--- src/rtl/emx_pkg.sv ---
// ----------------------------------------------------------------------------
// emx_pkg
// Shared types and codes for the modular exponentiation engine.
// ----------------------------------------------------------------------------
package emx_pkg;

	localparam int unsigned FieldW = 32;

	typedef enum logic [1:0] {
		MODE_KEYGEN  = 2'd0,
		MODE_ENCRYPT = 2'd1,
		MODE_DECRYPT = 2'd2,
		MODE_NONE    = 2'd3
	} mode_t;

	typedef enum logic [1:0] {
		REG_PRIME = 2'd0,
		REG_GEN   = 2'd1,
		REG_PRIV  = 2'd2,
		REG_PUB   = 2'd3
	} reg_idx_t;

	typedef struct packed {
		logic [1:0]        mode;
		logic [FieldW-1:0] random_word;
		logic [FieldW-1:0] message;
		logic [FieldW-1:0] cipher_first;
		logic [FieldW-1:0] cipher_second;
	} in_item_t;

	typedef struct packed {
		logic [FieldW-1:0] first_result;
		logic [FieldW-1:0] second_result;
	} out_item_t;

	// Operation codes for the shared modular unit
	typedef enum logic [1:0] {
		OP_MUL = 2'd0,
		OP_RED = 2'd1
	} mop_t;

	// Request and status between sequencer and arithmetic unit
	typedef struct packed {
		logic start;
		mop_t op;
	} mu_ctl_t;

	typedef struct packed {
		logic busy;
		logic done;
	} mu_sts_t;

endpackage

--- src/rtl/emx_modunit.sv ---
// ----------------------------------------------------------------------------
// emx_modunit
// Shared modular unit: bit-serial double-and-add multiply x*y mod m, or
// restoring reduction y mod m. One bit per cycle.
// ----------------------------------------------------------------------------
module emx_modunit #(
	parameter int unsigned W = 32
) (
	input  logic                    clk,
	input  logic                    arst_n,
	input  emx_pkg::mu_ctl_t        ctl,
	input  logic [W-1:0]            x,
	input  logic [W-1:0]            y,
	input  logic [W-1:0]            m,
	output emx_pkg::mu_sts_t        sts,
	output logic [W-1:0]            res
);

	localparam int unsigned CW = $clog2(W + 1);

	logic          busy_q;
	logic          done_q;
	logic [CW-1:0] cnt_q;
	logic [W-1:0]  r_q;
	logic [W-1:0]  x_q;
	logic [W-1:0]  y_q;
	logic [W-1:0]  m_q;
	logic          red_q;

	logic [W:0]    dbl;
	logic [W:0]    dbl_red;
	logic [W:0]    add;
	logic [W-1:0]  nxt;

	// One step: r = 2r (+ shifted-in bit) mod m, then + x mod m for multiply when the top y bit is set
	always_comb begin
		dbl = {r_q, (red_q ? y_q[W-1] : 1'b0)};
		dbl_red = (dbl >= {1'b0, m_q}) ? dbl - {1'b0, m_q} : dbl;
		add = dbl_red + {1'b0, x_q};
		if (!red_q && y_q[W-1]) begin
			nxt = (add >= {1'b0, m_q}) ? W'(add - {1'b0, m_q}) : add[W-1:0];
		end else begin
			nxt = dbl_red[W-1:0];
		end
	end

	always_ff @(posedge clk or negedge arst_n) begin
		if (!arst_n) begin
			busy_q <= 1'b0;
			done_q <= 1'b0;
			cnt_q  <= '0;
		end else begin
			done_q <= 1'b0;
			if (ctl.start && !busy_q) begin
				busy_q <= 1'b1;
				cnt_q  <= CW'(W);
			end else if (busy_q) begin
				cnt_q <= cnt_q - 1'b1;
				if (cnt_q == CW'(1)) begin
					busy_q <= 1'b0;
					done_q <= 1'b1;
				end
			end
		end
	end

	always_ff @(posedge clk) begin
		if (ctl.start && !busy_q) begin
			r_q   <= '0;
			x_q   <= x;
			y_q   <= y;
			m_q   <= m;
			red_q <= (ctl.op == emx_pkg::OP_RED);
		end else if (busy_q) begin
			r_q <= nxt;
			y_q <= {y_q[W-2:0], 1'b0};
		end
	end

	assign sts.busy = busy_q;
	assign sts.done = done_q;
	assign res      = r_q;

endmodule

--- src/rtl/emx_seq.sv ---
// ----------------------------------------------------------------------------
// emx_seq
// Sequencer: reduces operands, runs square-and-multiply exponentiations on
// the shared modular unit and assembles the two result words.
// ----------------------------------------------------------------------------
module emx_seq #(
	parameter int unsigned W = 32
) (
	input  logic                    clk,
	input  logic                    arst_n,
	input  logic                    start,
	input  emx_pkg::in_item_t       item,
	input  logic [W-1:0]            p,
	input  logic [W-1:0]            g,
	input  logic [W-1:0]            a,
	input  logic [W-1:0]            h,
	output logic                    busy,
	output logic                    done,
	output emx_pkg::out_item_t      result
);

	typedef enum logic [11:0] {
		S_IDLE   = 12'b000000000001,
		S_RW     = 12'b000000000010,
		S_RM     = 12'b000000000100,
		S_RC1    = 12'b000000001000,
		S_RC2    = 12'b000000010000,
		S_RG     = 12'b000000100000,
		S_PSET   = 12'b000001000000,
		S_PMUL   = 12'b000010000000,
		S_PSQR   = 12'b000100000000,
		S_NEXT   = 12'b001000000000,
		S_FMUL   = 12'b010000000000,
		S_DONE   = 12'b100000000000
	} st_t;

	// Phases of one item
	typedef enum logic [2:0] {
		PH_G    = 3'd0,
		PH_H    = 3'd1,
		PH_S    = 3'd2,
		PH_INV  = 3'd3,
		PH_LAST = 3'd4
	} ph_t;

	st_t               st_q;
	ph_t               ph_q;
	logic [1:0]        mode_q;
	logic [W-1:0]      p_q;
	logic [W-1:0]      w_q;
	logic [W-1:0]      m_q;
	logic [W-1:0]      c1_q;
	logic [W-1:0]      c2_q;
	logic [W-1:0]      g_q;
	logic [W-1:0]      h_q;
	logic [W-1:0]      a_q;
	logic [W-1:0]      k_q;
	logic [W-1:0]      e_q;
	logic [W-1:0]      b_q;
	logic [W-1:0]      r_q;
	logic [W-1:0]      r0_q;
	logic [W-1:0]      r1_q;
	logic              issued_q;

	emx_pkg::mu_ctl_t  mctl;
	emx_pkg::mu_sts_t  msts;
	logic [W-1:0]      mx;
	logic [W-1:0]      my;
	logic [W-1:0]      mm;
	logic [W-1:0]      mres;
	logic [W-1:0]      p_m2;

	assign p_m2 = p_q - W'(2);

	emx_modunit #(.W(W)) u_mu (
		.clk    (clk),
		.arst_n (arst_n),
		.ctl    (mctl),
		.x      (mx),
		.y      (my),
		.m      (mm),
		.sts    (msts),
		.res    (mres)
	);

	// Operand selection per state; reduction uses x=0, y=value
	always_comb begin
		mctl.start = 1'b0;
		mctl.op    = emx_pkg::OP_MUL;
		mx         = '0;
		my         = '0;
		mm         = p_q;
		case (st_q)
			S_RW: begin
				mctl.op = emx_pkg::OP_RED; my = w_q; mm = p_m2;
			end
			S_RM: begin
				mctl.op = emx_pkg::OP_RED; my = m_q;
			end
			S_RC1: begin
				mctl.op = emx_pkg::OP_RED; my = c1_q;
			end
			S_RC2: begin
				mctl.op = emx_pkg::OP_RED; my = c2_q;
			end
			S_RG: begin
				mctl.op = emx_pkg::OP_RED; my = (ph_q == PH_H) ? h_q : g_q;
			end
			S_PMUL: begin
				mx = r_q; my = b_q;
			end
			S_PSQR: begin
				mx = b_q; my = b_q;
			end
			S_FMUL: begin
				mx = r1_q; my = r_q;
			end
			default: ;
		endcase
		mctl.start = !issued_q && (st_q == S_RW || st_q == S_RM || st_q == S_RC1 ||
			st_q == S_RC2 || st_q == S_RG || st_q == S_PMUL || st_q == S_PSQR ||
			st_q == S_FMUL);
	end

	always_ff @(posedge clk or negedge arst_n) begin
		if (!arst_n) begin
			st_q     <= S_IDLE;
			issued_q <= 1'b0;
		end else begin
			if (mctl.start) issued_q <= 1'b1;
			if (msts.done) issued_q <= 1'b0;
			case (st_q)
				S_IDLE: if (start) begin
					if (p < W'(3) || item.mode == emx_pkg::MODE_NONE) st_q <= S_DONE;
					else if (item.mode == emx_pkg::MODE_DECRYPT) st_q <= S_RC1;
					else st_q <= S_RW;
				end
				S_RW:   if (msts.done) st_q <= (mode_q == emx_pkg::MODE_ENCRYPT) ? S_RM : S_RG;
				S_RM:   if (msts.done) st_q <= S_RG;
				S_RC1:  if (msts.done) st_q <= S_RC2;
				S_RC2:  if (msts.done) st_q <= S_PSET;
				S_RG:   if (msts.done) st_q <= S_PSET;
				S_PSET: st_q <= (e_q == '0) ? S_NEXT : (e_q[0] ? S_PMUL : S_PSQR);
				S_PMUL: if (msts.done) st_q <= S_PSQR;
				// Decide on the exponent after this square shifts it
				S_PSQR: if (msts.done)
					st_q <= ((e_q >> 1) == '0) ? S_NEXT : (e_q[1] ? S_PMUL : S_PSQR);
				S_NEXT: begin
					case (ph_q)
						PH_G:   st_q <= (mode_q == emx_pkg::MODE_ENCRYPT) ? S_RG : S_DONE;
						PH_H:   st_q <= S_FMUL;
						PH_S:   st_q <= S_PSET;
						PH_INV: st_q <= S_FMUL;
						default: st_q <= S_DONE;
					endcase
				end
				S_FMUL: if (msts.done) st_q <= S_DONE;
				S_DONE: st_q <= S_IDLE;
				default: st_q <= S_IDLE;
			endcase
		end
	end

	// Datapath registers
	always_ff @(posedge clk) begin
		case (st_q)
			S_IDLE: if (start) begin
				mode_q <= item.mode;
				p_q    <= p;
				g_q    <= g;
				h_q    <= h;
				a_q    <= a;
				w_q    <= W'(item.random_word);
				m_q    <= W'(item.message);
				c1_q   <= W'(item.cipher_first);
				c2_q   <= W'(item.cipher_second);
				ph_q   <= (item.mode == emx_pkg::MODE_DECRYPT) ? PH_S : PH_G;
				r0_q   <= '0;
				r1_q   <= '0;
			end
			S_RW:  if (msts.done) begin k_q <= mres + W'(1); r0_q <= mres + W'(1); end
			S_RM:  if (msts.done) r1_q <= mres;
			S_RC1: if (msts.done) b_q <= mres;
			S_RC2: if (msts.done) begin r1_q <= mres; e_q <= a_q; end
			S_RG:  if (msts.done) begin b_q <= mres; e_q <= k_q; end
			S_PSET: r_q <= W'(1);
			S_PMUL: if (msts.done) r_q <= mres;
			S_PSQR: if (msts.done) begin b_q <= mres; e_q <= e_q >> 1; end
			S_NEXT: begin
				case (ph_q)
					PH_G: begin
						if (mode_q == emx_pkg::MODE_ENCRYPT) begin
							r0_q <= r_q; ph_q <= PH_H;
						end else r1_q <= r_q;
					end
					PH_H: ph_q <= PH_LAST;
					PH_S: begin
						b_q <= r_q; e_q <= p_m2; ph_q <= PH_INV;
					end
					default: ph_q <= PH_LAST;
				endcase
			end
			S_FMUL: if (msts.done) begin
				if (mode_q == emx_pkg::MODE_ENCRYPT) r1_q <= mres;
				else begin r0_q <= mres; r1_q <= '0; end
			end
			default: ;
		endcase
	end

	assign busy = (st_q != S_IDLE);
	assign done = (st_q == S_DONE);
	assign result.first_result  = emx_pkg::FieldW'(r0_q);
	assign result.second_result = emx_pkg::FieldW'(r1_q);

endmodule

--- src/rtl/elgamal_modexp_engine_top.sv ---
// ----------------------------------------------------------------------------
// elgamal_modexp_engine_top
// ElGamal key generation, encryption and decryption over a prime modulus.
// ----------------------------------------------------------------------------
// One transaction at a time: in_ready is low from acceptance until the result
// has been taken on the output side. All arithmetic runs on one bit-serial
// modular unit of width max(MOD_BITS, 32), so that full 32-bit input words
// reduce correctly. An exponentiation costs one square per exponent bit plus
// one multiply per set bit. Key generation runs one exponentiation; encrypt
// and decrypt run two. Mode 3 and a modulus below 3 skip all arithmetic and
// go straight to the done state.
module elgamal_modexp_engine_top #(
	parameter int unsigned MOD_BITS = 32
) (
	input  logic                 clk,
	input  logic                 arst_n,
	input  logic                 in_valid,
	output logic                 in_ready,
	input  emx_pkg::in_item_t    in_data,
	output logic                 out_valid,
	input  logic                 out_ready,
	output emx_pkg::out_item_t   out_data,
	input  logic                 cfg_valid,
	output logic                 cfg_ready,
	input  logic [1:0]           cfg_index,
	input  logic [31:0]          cfg_data
);

	// Datapath width: wide enough for the modulus and for full input words
	localparam int unsigned SeqW = (MOD_BITS > emx_pkg::FieldW) ? MOD_BITS :
		emx_pkg::FieldW;

	logic [31:0]         p_q, g_q, a_q, h_q;
	logic                busy, done;
	emx_pkg::out_item_t  res;
	emx_pkg::out_item_t  out_q;
	logic                ov_q;
	logic                start;

	assign cfg_ready = 1'b1;

	// Configuration registers
	always_ff @(posedge clk or negedge arst_n) begin
		if (!arst_n) begin
			p_q <= 32'd3; g_q <= 32'd2; a_q <= 32'd1; h_q <= 32'd1;
		end else if (cfg_valid) begin
			case (emx_pkg::reg_idx_t'(cfg_index))
				emx_pkg::REG_PRIME: p_q <= cfg_data;
				emx_pkg::REG_GEN:   g_q <= cfg_data;
				emx_pkg::REG_PRIV:  a_q <= cfg_data;
				emx_pkg::REG_PUB:   h_q <= cfg_data;
				default: ;
			endcase
		end
	end

	assign in_ready = !busy && !ov_q;
	assign start    = in_valid && in_ready;

	// Registers are masked to MOD_BITS, then widened to the datapath
	emx_seq #(.W(SeqW)) u_seq (
		.clk    (clk),
		.arst_n (arst_n),
		.start  (start),
		.item   (in_data),
		.p      (SeqW'(MOD_BITS'(p_q))),
		.g      (SeqW'(MOD_BITS'(g_q))),
		.a      (SeqW'(MOD_BITS'(a_q))),
		.h      (SeqW'(MOD_BITS'(h_q))),
		.busy   (busy),
		.done   (done),
		.result (res)
	);

	// Result register
	always_ff @(posedge clk or negedge arst_n) begin
		if (!arst_n) ov_q <= 1'b0;
		else if (done) ov_q <= 1'b1;
		else if (out_ready) ov_q <= 1'b0;
	end

	always_ff @(posedge clk) begin
		if (done) out_q <= res;
	end

	assign out_valid = ov_q;
	assign out_data  = out_q;

	a_no_accept_busy: assert property (@(posedge clk) disable iff (!arst_n)
		start |=> !in_ready) else $error("accepted while busy");
	a_done_free: assert property (@(posedge clk) disable iff (!arst_n)
		done |-> !ov_q) else $error("result overwrite");
	a_out_hold: assert property (@(posedge clk) disable iff (!arst_n)
		(ov_q && !out_ready) |=> $stable(out_q)) else $error("result changed");

endmodule
--- config.mk ---
export PLATFORM = sky130hd
export DESIGN_NAME = elgamal_modexp_engine_top
export DESIGN_NICKNAME = d
export VERILOG_FILES = /design/src/rtl/emx_pkg.sv /design/src/rtl/emx_modunit.sv /design/src/rtl/emx_seq.sv /design/src/rtl/elgamal_modexp_engine_top.sv
export SDC_FILE = /design/constraint.sdc
export NUM_CORES = 1
export LEC_CHECK = 0
export BUFFER_PORTS_ARGS = -buffer_cell sky130_fd_sc_hd__buf_2
export CORE_MARGIN = 3
export CORE_UTILIZATION = 25
export DETAILED_ROUTE_END_ITERATION = 12
export GPL_TIMING_DRIVEN = 0
export SYNTH_ARGS = -nofsm -noshare
export SYNTH_HDL_FRONTEND = slang
export SYNTH_SLANG_ARGS = --single-unit
--- constraint.sdc ---
create_clock -name clk -period 34.8 [get_ports clk]
set_input_delay 6.96 -clock clk [delete_from_list [all_inputs] [get_ports clk]]
set_output_delay 6.96 -clock clk [all_outputs]
set_load 0.01 [all_outputs]
== After elaboration in Yosys (flattened, before gate mapping) ==
Index checks and enable logic that the tools add are counted.

* Input port bits: 169
* Flip-flop bits (word level): 796

* Add/subtract/negate cells: 6
* Eq/ne operators: 42
* Muxes and demuxes: 67
* Order comparisons: 3
* Reduce and logical (&&, ||, !) cells: 50

{| class="wikitable"
|+ Operators with widths
! cell !! count
|-
| $mux W32 || 22
|-
| $pmux W32 S4 || 3
|-
| $pmux W32 S7 || 1
|-
| $mux W12 || 12
|-
| $pmux W32 S2 || 2
|-
| $pmux W12 S10 || 1
|-
| $pmux W32 S3 || 1
|-
| $ge A33 B32 Y1 || 2
|-
| $logic_not A32 Y1 || 2
|-
| $pmux W12 S3 || 1
|-
| $add A33 B32 Y33 || 1
|-
| $mux W33 || 1
|-
| $sub A33 B32 Y33 || 1
|-
| $add A32 B1 Y32 const B || 1
|-
| $lt A32 B2 Y1 const B || 1
|-
| $sub A32 B2 Y32 const B || 1
|-
| $sub A32 B32 Y32 || 1
|-
| $ne A2 B2 Y1 const B || 11
|-
| $mux W6 || 3
|-
| $mux W9 || 2
|-
| $reduce_and A2 Y1 || 7
|-
| $eq A12 B1 Y1 const B || 1
|-
| $eq A12 B10 Y1 const B || 1
|-
| $eq A12 B11 Y1 const B || 1
|-
| 38 further kinds || 88
|}

== Depth between registers and ports, before layout ==
Gate-level depths: netlist of the first run.

* Depth in word-level cells: 11
* Depth in mapped cells: 36
* Gate-level depth less buffers: 32

== Cells and area by module ==
A second synthesis of the first run with hierarchy kept.

* Cell total of the unflattened synthesis: 3087
* Area, all modules: 38557.0 um^2

{| class="wikitable"
|+ By module, submodules not included
! module !! cells each !! times used !! area each (um^2) !! sequential area each (um^2)
|-
| emx_seq || 1633 || 1 || 21284.2 || 13929.6
|-
| emx_modunit || 1111 || 1 || 10542.6 || 3753.6
|-
| elgamal_modexp_engine_top || 343 || 1 || 6730.2 || 5156.2
|}

== Least setup slack after synthesis of the first run ==
No wires, ideal clock.

* Kind: input port to flip-flop
* Start: input port in_valid
* End: register u_seq.a_q[0], enable pin
* Setup time: 881 ps
* Buffers on the path: 0
* Path slack: 16188 ps
* Data required time: 33919 ps
* Stages: 2
* Data arrival time: 17731 ps
* Cell sequence: nand2b_1 > nor2_1

* Longest elaborated chain between the ends: 2

{| class="wikitable"
|+ RTL lines
! element !! RTL line !! text
|-
| from (decl) || elgamal_modexp_engine_top.sv:17 || <nowiki>input logic in_valid,</nowiki>
|-
| $logic_and A1 B1 Y1 || elgamal_modexp_engine_top.sv:58 || <nowiki>assign start = in_valid && in_ready;</nowiki>
|-
| $reduce_and A2 Y1 (no source line) || - ||
|-
| to (signal assigned) || emx_seq.sv:172 || <nowiki>a_q <= a;</nowiki>
|-
| to (decl) || emx_seq.sv:56 || <nowiki>logic [W-1:0] a_q;</nowiki>
|}

No other way between the ends.
A chain may end at the register's enable or synchronous reset.

== Worst setup path in the final report of the first run ==
* Start: register u_seq.u_mu.m_q[10]
* End: register u_seq.u_mu.r_q[0] (netlist: u_seq.u_mu.res[0])

* Longest elaborated chain between the ends: 6

{| class="wikitable"
|+ RTL lines
! element !! RTL line !! text
|-
| from (decl) || emx_modunit.sv:27 || <nowiki>logic [W-1:0] m_q;</nowiki>
|-
| from (signal assigned) || emx_modunit.sv:72 || <nowiki>m_q <= m;</nowiki>
|-
| $sub A33 B32 Y33 or $ge A33 B32 Y1 (tied branches) || emx_modunit.sv:38 || <nowiki>dbl_red = (dbl >= {1'b0, m_q}) ? dbl - {1'b0, m_q} : dbl;</nowiki>
|-
| $mux W33 || emx_modunit.sv:38 ||
|-
| $add A33 B32 Y33 || emx_modunit.sv:39 || <nowiki>add = dbl_red + {1'b0, x_q};</nowiki>
|-
| $ge A33 B32 Y1 or $sub A32 B32 Y32 (tied branches) || emx_modunit.sv:41 || <nowiki>nxt = (add >= {1'b0, m_q}) ? W'(add - {1'b0, m_q}) : add[W-1:0];</nowiki>
|-
| $mux W32 || emx_modunit.sv:41 ||
|-
| $mux W32 (*) || emx_modunit.sv:40 || <nowiki>if (!red_q && y_q[W-1]) begin</nowiki>
|-
| to (signal assigned) || emx_modunit.sv:75 || <nowiki>r_q <= nxt;</nowiki>
|-
| to (decl) || emx_modunit.sv:24 || <nowiki>logic [W-1:0] r_q;</nowiki>
|}

Every way passes the cells marked *; elsewhere a longest branch is shown, timed or not.

==> results.tsv, run 1 <==
metric	value	unit
die_h	396	µm
min_period_over_period	0.310	
avgViaCountPerCell	5.04	
placed_area	0.0423	mm²
crit_fanout	10	
fin_skew	30.2	ps
rr_worst_depth	32	
rsz0062_at_grt	no	
drive_gt1_frac	0.175	
hold_start	u_seq.r0_q[1]	
drtPass1Iterations	8	
design.core.area	0.150	mm²
grt_max_degree	118	
mostFrequentLayoutCell	edfxtp_1	
p_total	4670	µW
hpwlAfterDp	107000	µm
ant_nets	0	
dr_total_vias	28300	
critical_path_required	35310	ps
hold-path-endpoint	out_data[33]	
start_kind	flip-flop	
async_reset_ff_frac	0.188	
htreeDepth	3	
syn_area_per_cell	12.0	µm²
synthFlopType	edfxtp_1	
synth_edf_count	614	
whs_path_depth	0	
cts_buffer_depth	3	
synthesis.nets	3450	
r2r-start	u_seq.u_mu.m_q[10]	
max_cap_violations	0	
cts_buffers	83	
initial_utilization	0.253	
area_growth	18.4	%
gp_congestion	0.940	
fin_nets	3795	
n_fill_cell	15400	
ys_ff_latch	796	
worstPathArrival	11310	ps
slew_violations	0	
synth_seq_area_share	0.600	
powerDensity	104	mW/mm²
status	complete, no violations	
cpMaxStageDelayCell	a211oi_1	
register_area	0.0228	mm²
cts_setup_buffers	0	
drt_wl_total	137000	µm
irDropWorstVdd	96.0	µV
fin_tns_setup	0	ps
rrSetupSlack	24000	ps
finalCriticalPeriod	10800	ps
ys_types	93	
crit_family	compound AO/OA/AOI/OAI gates	
path_clk_slew	60	ps
dr.first_iter.drc_count	3391	
crit_type	flip-flop to flip-flop	
whs	419	ps
hold_class	flip-flop to flip-flop	
largest_reg_flops	64	
cp-end-kind	flip-flop	
grt_pass1_wl	192000	µm
numPortBuffers	234	
slowest_delay	920	ps
p_leak	0.0170	µW
final_area	0.0451	mm²
clockRootBuffer	clkbuf_16	
drc_errors	0	
worstReg2RegEnd	u_seq.u_mu.res[0]	
grt-ovfl-total	0	
cts_hold_buffers	0	
syn_inst	3178	
die_w	396	µm
setup_viol	0	
ys_warn_count	0	
syn_area	0.0380	mm²
ios	236	
final_util	0.299	
multi_input_area	0.0142	mm²
hold_viol_final	0	
cts_resized	0	
cts_tree	done	
worst_pin_slew	1440	ps
wire_per_inst	24.3	µm
fmax	0.0926	GHz
mostFrequentLayoutCells	edfxtp_1 (614), nand2_1 (458), buf_2 (251)	
antenna_found_initial	25	
fp-row-count	142	
die_area	0.157	mm²
relSlewSlack	0.0409	
first_global_vias	26900	
clkSinkCount	796	
crit_buf_inv	6	
clock_latency	690	ps
grt_util_all_layers	0.168	
==> power by group <==
| part | total, µW | internal (µW) | switching, µW |
|---|---|---|---|
| clock | 905 | 508 | 397 |
| sequential | 1500 | 1360 | 141 |
| combinational | 2260 | 828 | 1430 |
| total | 4670 | 2700 | 1970 |
==> synth_stat cells, drive strengths merged, types with 62 or more instances <==
cell    number  area, µm²
edfxtp     614      18400
a22oi      114        856
dfrtp      144       3600
nand2      460       1730
o21ai      156        788
inv         96        360
xnor2      107        937
ha         100       1250
a21oi      145        726
nand3       92        470
nor2       130        488
mux2       170       1920
clkbuf     135        507
xor2        62        543
==> how the worst max path moves through the flow <==
stage	from	end	slack, ps	cells past startpoint
after floorplan	in_valid	u_seq.a_q[0]	16190	2
after detailed placement	u_seq.u_mu.m_q[1]	u_seq.u_mu.res[24]	24310	32
final	u_seq.u_mu.m_q[10]	u_seq.u_mu.res[0]	24000	32
after CTS	u_seq.u_mu.m_q[1]	u_seq.u_mu.res[0]	24210	32
after global placement	in_valid	u_seq.c2_q[18]	11540	3
after global routing	u_seq.u_mu.m_q[10]	u_seq.u_mu.res[0]	23350	31
==> layout make-up <==
class / instances / share of cell area
antenna: 7 / 0.000389
inverter: 96 / 0.00805
tap: 2016 / 0.0560
clock inverter: 49 / 0.0119
sequential: 796 / 0.507
multi-input combinational: 2117 / 0.316
buffer: 169 / 0.0154
timing repair buffer: 260 / 0.0366
clock buffer: 106 / 0.0489
==> stage by stage <==
step,std cells,worst slack (ps)
3_5_place_dp,5453,24310
5_1_grt,5609,23350
6_report,5616,24000
3_3_place_gp,5428,11540
4_1_cts,5608,24210
2_1_floorplan,3178,16190
==> routing by layer <==
layer	global-route usage	up-vias	wire, µm
li1	-	12600	-
met1	0.226	14100	57700
met4	0.0446	8	3910
met5	0	-	61
met3	0.0418	216	12600
met2	0.269	1358	62400
==> logic make-up (layout without fill, tap and decap cells) <==
logic type,Yosys count,after routing,synth area share
AND/OR/NAND/NOR,956,956,0.119
flip-flops,796,796,0.600
AO/OA/AOI/OAI,699,699,0.124
buffers and inverters,265,680,0.0277
multiplexers,189,189,0.0555
XOR/XNOR,169,169,0.0389
adder cells (fa/ha/maj),103,103,0.0345
other,1,8,0.0000986
Note: power is estimated with default switching activity, not from simulation.
==> run 2, diff against run 1 <==
Clock period 34.8 ns to 9.5 ns, I/O delays scaled along.
==> run 2 against run 1 <==
Maximum frequency up 18%. Final cell count about the same. Non-clock buffer count unchanged. Core utilization up 0.18 points. Clock power rose to 3.9 times the previous value. Sequential power rose to 3.7 times the previous value. Die area unchanged. Design area up 0.61%. Largest cell class unchanged.
==> results.tsv, run 2 (same netlist as run 1, synthesis figures left out) <==
metric	value	unit	change
mostFrequentLayoutCell	edfxtp_1		
slew_violations	0		unchanged
rr_worst_depth	32		unchanged
max_cap_violations	0		unchanged
gp_congestion	0.944		+0.46%
cts_buffers	83		unchanged
p_leak	0.0172	µW	+0.84%
grt_util_all_layers	0.168		-0.000480
die_h	396	µm	unchanged
ant_nets	0		unchanged
hold_start	u_seq.r0_q[30]		
switching_power	7250	µW	+270%
worstReg2RegEnd	u_seq.u_mu.res[0]		
setup_viol	0		unchanged
cts_buffer_depth	3		unchanged
mostFrequentLayoutCells	edfxtp_1 (614), nand2_1 (458), buf_2 (251)		
first_global_vias	27000		+0.045%
clock_latency	710	ps	+20 ps
critical_path_required	10030	ps	-25280 ps
worst_pin_slew	1360	ps	-75.6 ps
critical_path.startpoint	u_seq.u_mu.m_q[18]		
power.share.clock	0.204		+0.010
hpwlAfterDp	106000	µm	-0.88%
clockRootBuffer	clkbuf_16		
min_period_over_period	0.964		+0.653
drc_errors	0		unchanged
largest_reg_flops	64		unchanged
r2r-start	u_seq.u_mu.m_q[18]		
dr_total_vias	28500		+0.87%
powerDensity	382	mW/mm²	+270%
final_util	0.301		+0.00184
rrSetupSlack	350	ps	-23660 ps
fp-row-count	142		unchanged
finalNonFillerCells	5612		-0.071%
numPortBuffers	234		unchanged
status	complete, no violations		
path_clk_slew	60	ps	about the same
placed_area	0.0423	mm²	about the same
dp.cells	5453		unchanged
antenna_found_initial	30		+20%
final_area	0.0453	mm²	+0.61%
ios	236		unchanged
clkSinkCount	796		unchanged
share_seq_of_total_power	0.318		-0.004
slowest_delay	560	ps	-360 ps
crit_fanout	10		unchanged
grt_max_degree	87		-26%
cp-end-kind	flip-flop		
initial_utilization	0.253		unchanged
whs_path_depth	0		unchanged
cpMaxStageDelayCell	a2111oi_0		
p_sw_frac	0.418		-0.00392
finalCriticalPeriod	9150	ps	-1640 ps
relSlewSlack	0.0933		+0.0525
cts_hold_buffers	0		unchanged
design.core.area	0.150	mm²	unchanged
wire_per_inst	24.2	µm	-0.34%
setup_ws	345	ps	-23660 ps
combPwrFrac	0.478		-0.006
hold_viol_final	0		unchanged
dr.first_iter.drc_count	3470		+2.3%
fin_nets	3795		unchanged
pre_cts_ws	-740	ps	-25050 ps
htreeDepth	3		unchanged
fin_skew	43.3	ps	+13.1 ps
drt_wl_total	136000	µm	-0.41%
grt-ovfl-total	0		unchanged
avgViaCountPerCell	5.08		+0.95%
area_growth	19.2	%	
fmax	0.109	GHz	+18%
irDropWorstVdd	239	µV	+150%
crit_type	flip-flop to flip-flop		
start_kind	flip-flop		
p_int	10100	µW	+270%
worstPathArrival	9680	ps	-1630 ps
hold-path-endpoint	out_data[62]		
p_total	17300	µW	+270%
drive_gt1_frac	0.180		+0.00562
die_w	396	µm	unchanged
hold_class	flip-flop to flip-flop		
drtPass1Iterations	7		-1
cts_tree	done		
die_area	0.157	mm²	unchanged
grt_pass1_wl	191000	µm	-0.44%
## run 2: changes by cell type in the layout (fill, tap and decap cells not counted), sizes merged
| cell | before | now |
|---|---|---|
| clkinvlp | 8 | 4 |
| clkbuf | 241 | 239 |
| diode | 7 | 4 |
| inv | 102 | 101 |
| bufinv | 7 | 13 |
## run 2: routing by layer
layer / part of all wire / GRT usage / up-vias
met5: 0.00022 / 0 / -
met4: 0.027 / 0.0403 / 6
met3: 0.10 / 0.0488 / 219
met2: 0.46 / 0.266 / 1490
met1: 0.41 / 0.225 / 14200
li1: - / - / 12600
## run 2: cell type report
type / instances / area, µm²
multi-input combinational: 2117 / 14300
timing repair buffer: 260 / 1650
inverter: 96 / 363
clock buffer: 104 / 2230
clock inverter: 50 / 721
fill: 15400 / 105000
buffer: 169 / 699
antenna: 4 / 10.0
sequential: 796 / 22800
tap: 2016 / 2520
## run 2: worst max-delay path by stage
stage | end | slack (ps)
global route | u_seq.u_mu.res[2] | -10
CTS | u_seq.u_mu.res[0] | 8
finish | u_seq.u_mu.res[0] | 350
global placement | u_seq.a_q[26] | -2710
detailed placement | u_seq.u_mu.res[24] | -740
floorplan | u_seq.a_q[0] | 320
## run 2: worst max-delay path, delay by kind of cell, from the launching register on
family          cells  cell delay, ps
flops               1             350
fa+ha+maj           3             900
compound gates     16            4770
mux                 1             310
buf+inv             5            1140
simple gates        7            1490
## run 2: what timing repair did
action,4_1_cts,5_1_grt
buffers inserted,0,1
pin swaps,0,1
cloned,0,0
gates resized for setup,5,17
endpoints found under the setup margin,32,32
## run 2: metrics by stage
stage | setup TNS [ps] | hold slack, ps
5_1_grt | -10.6 | 421
4_1_cts | 0 | 419
3_3_place_gp | -749960 | 404
2_1_floorplan | 0 | 400
3_5_place_dp | -19160 | 405
6_report | 0 | 418
## run 2: power by group through the flow
| stage | sequential, µW | combinational, µW | clock, µW |
|---|---|---|---|
| 2_1_floorplan | 5430 | 5510 | 0 |
| 3_3_place_gp | 5770 | 7790 | 0 |
| 3_5_place_dp | 5580 | 8060 | 0 |
| 4_1_cts | 5510 | 8130 | 3580 |
| 5_1_grt | 5580 | 8910 | 3730 |
| 6_report | 5520 | 8280 | 3530 |
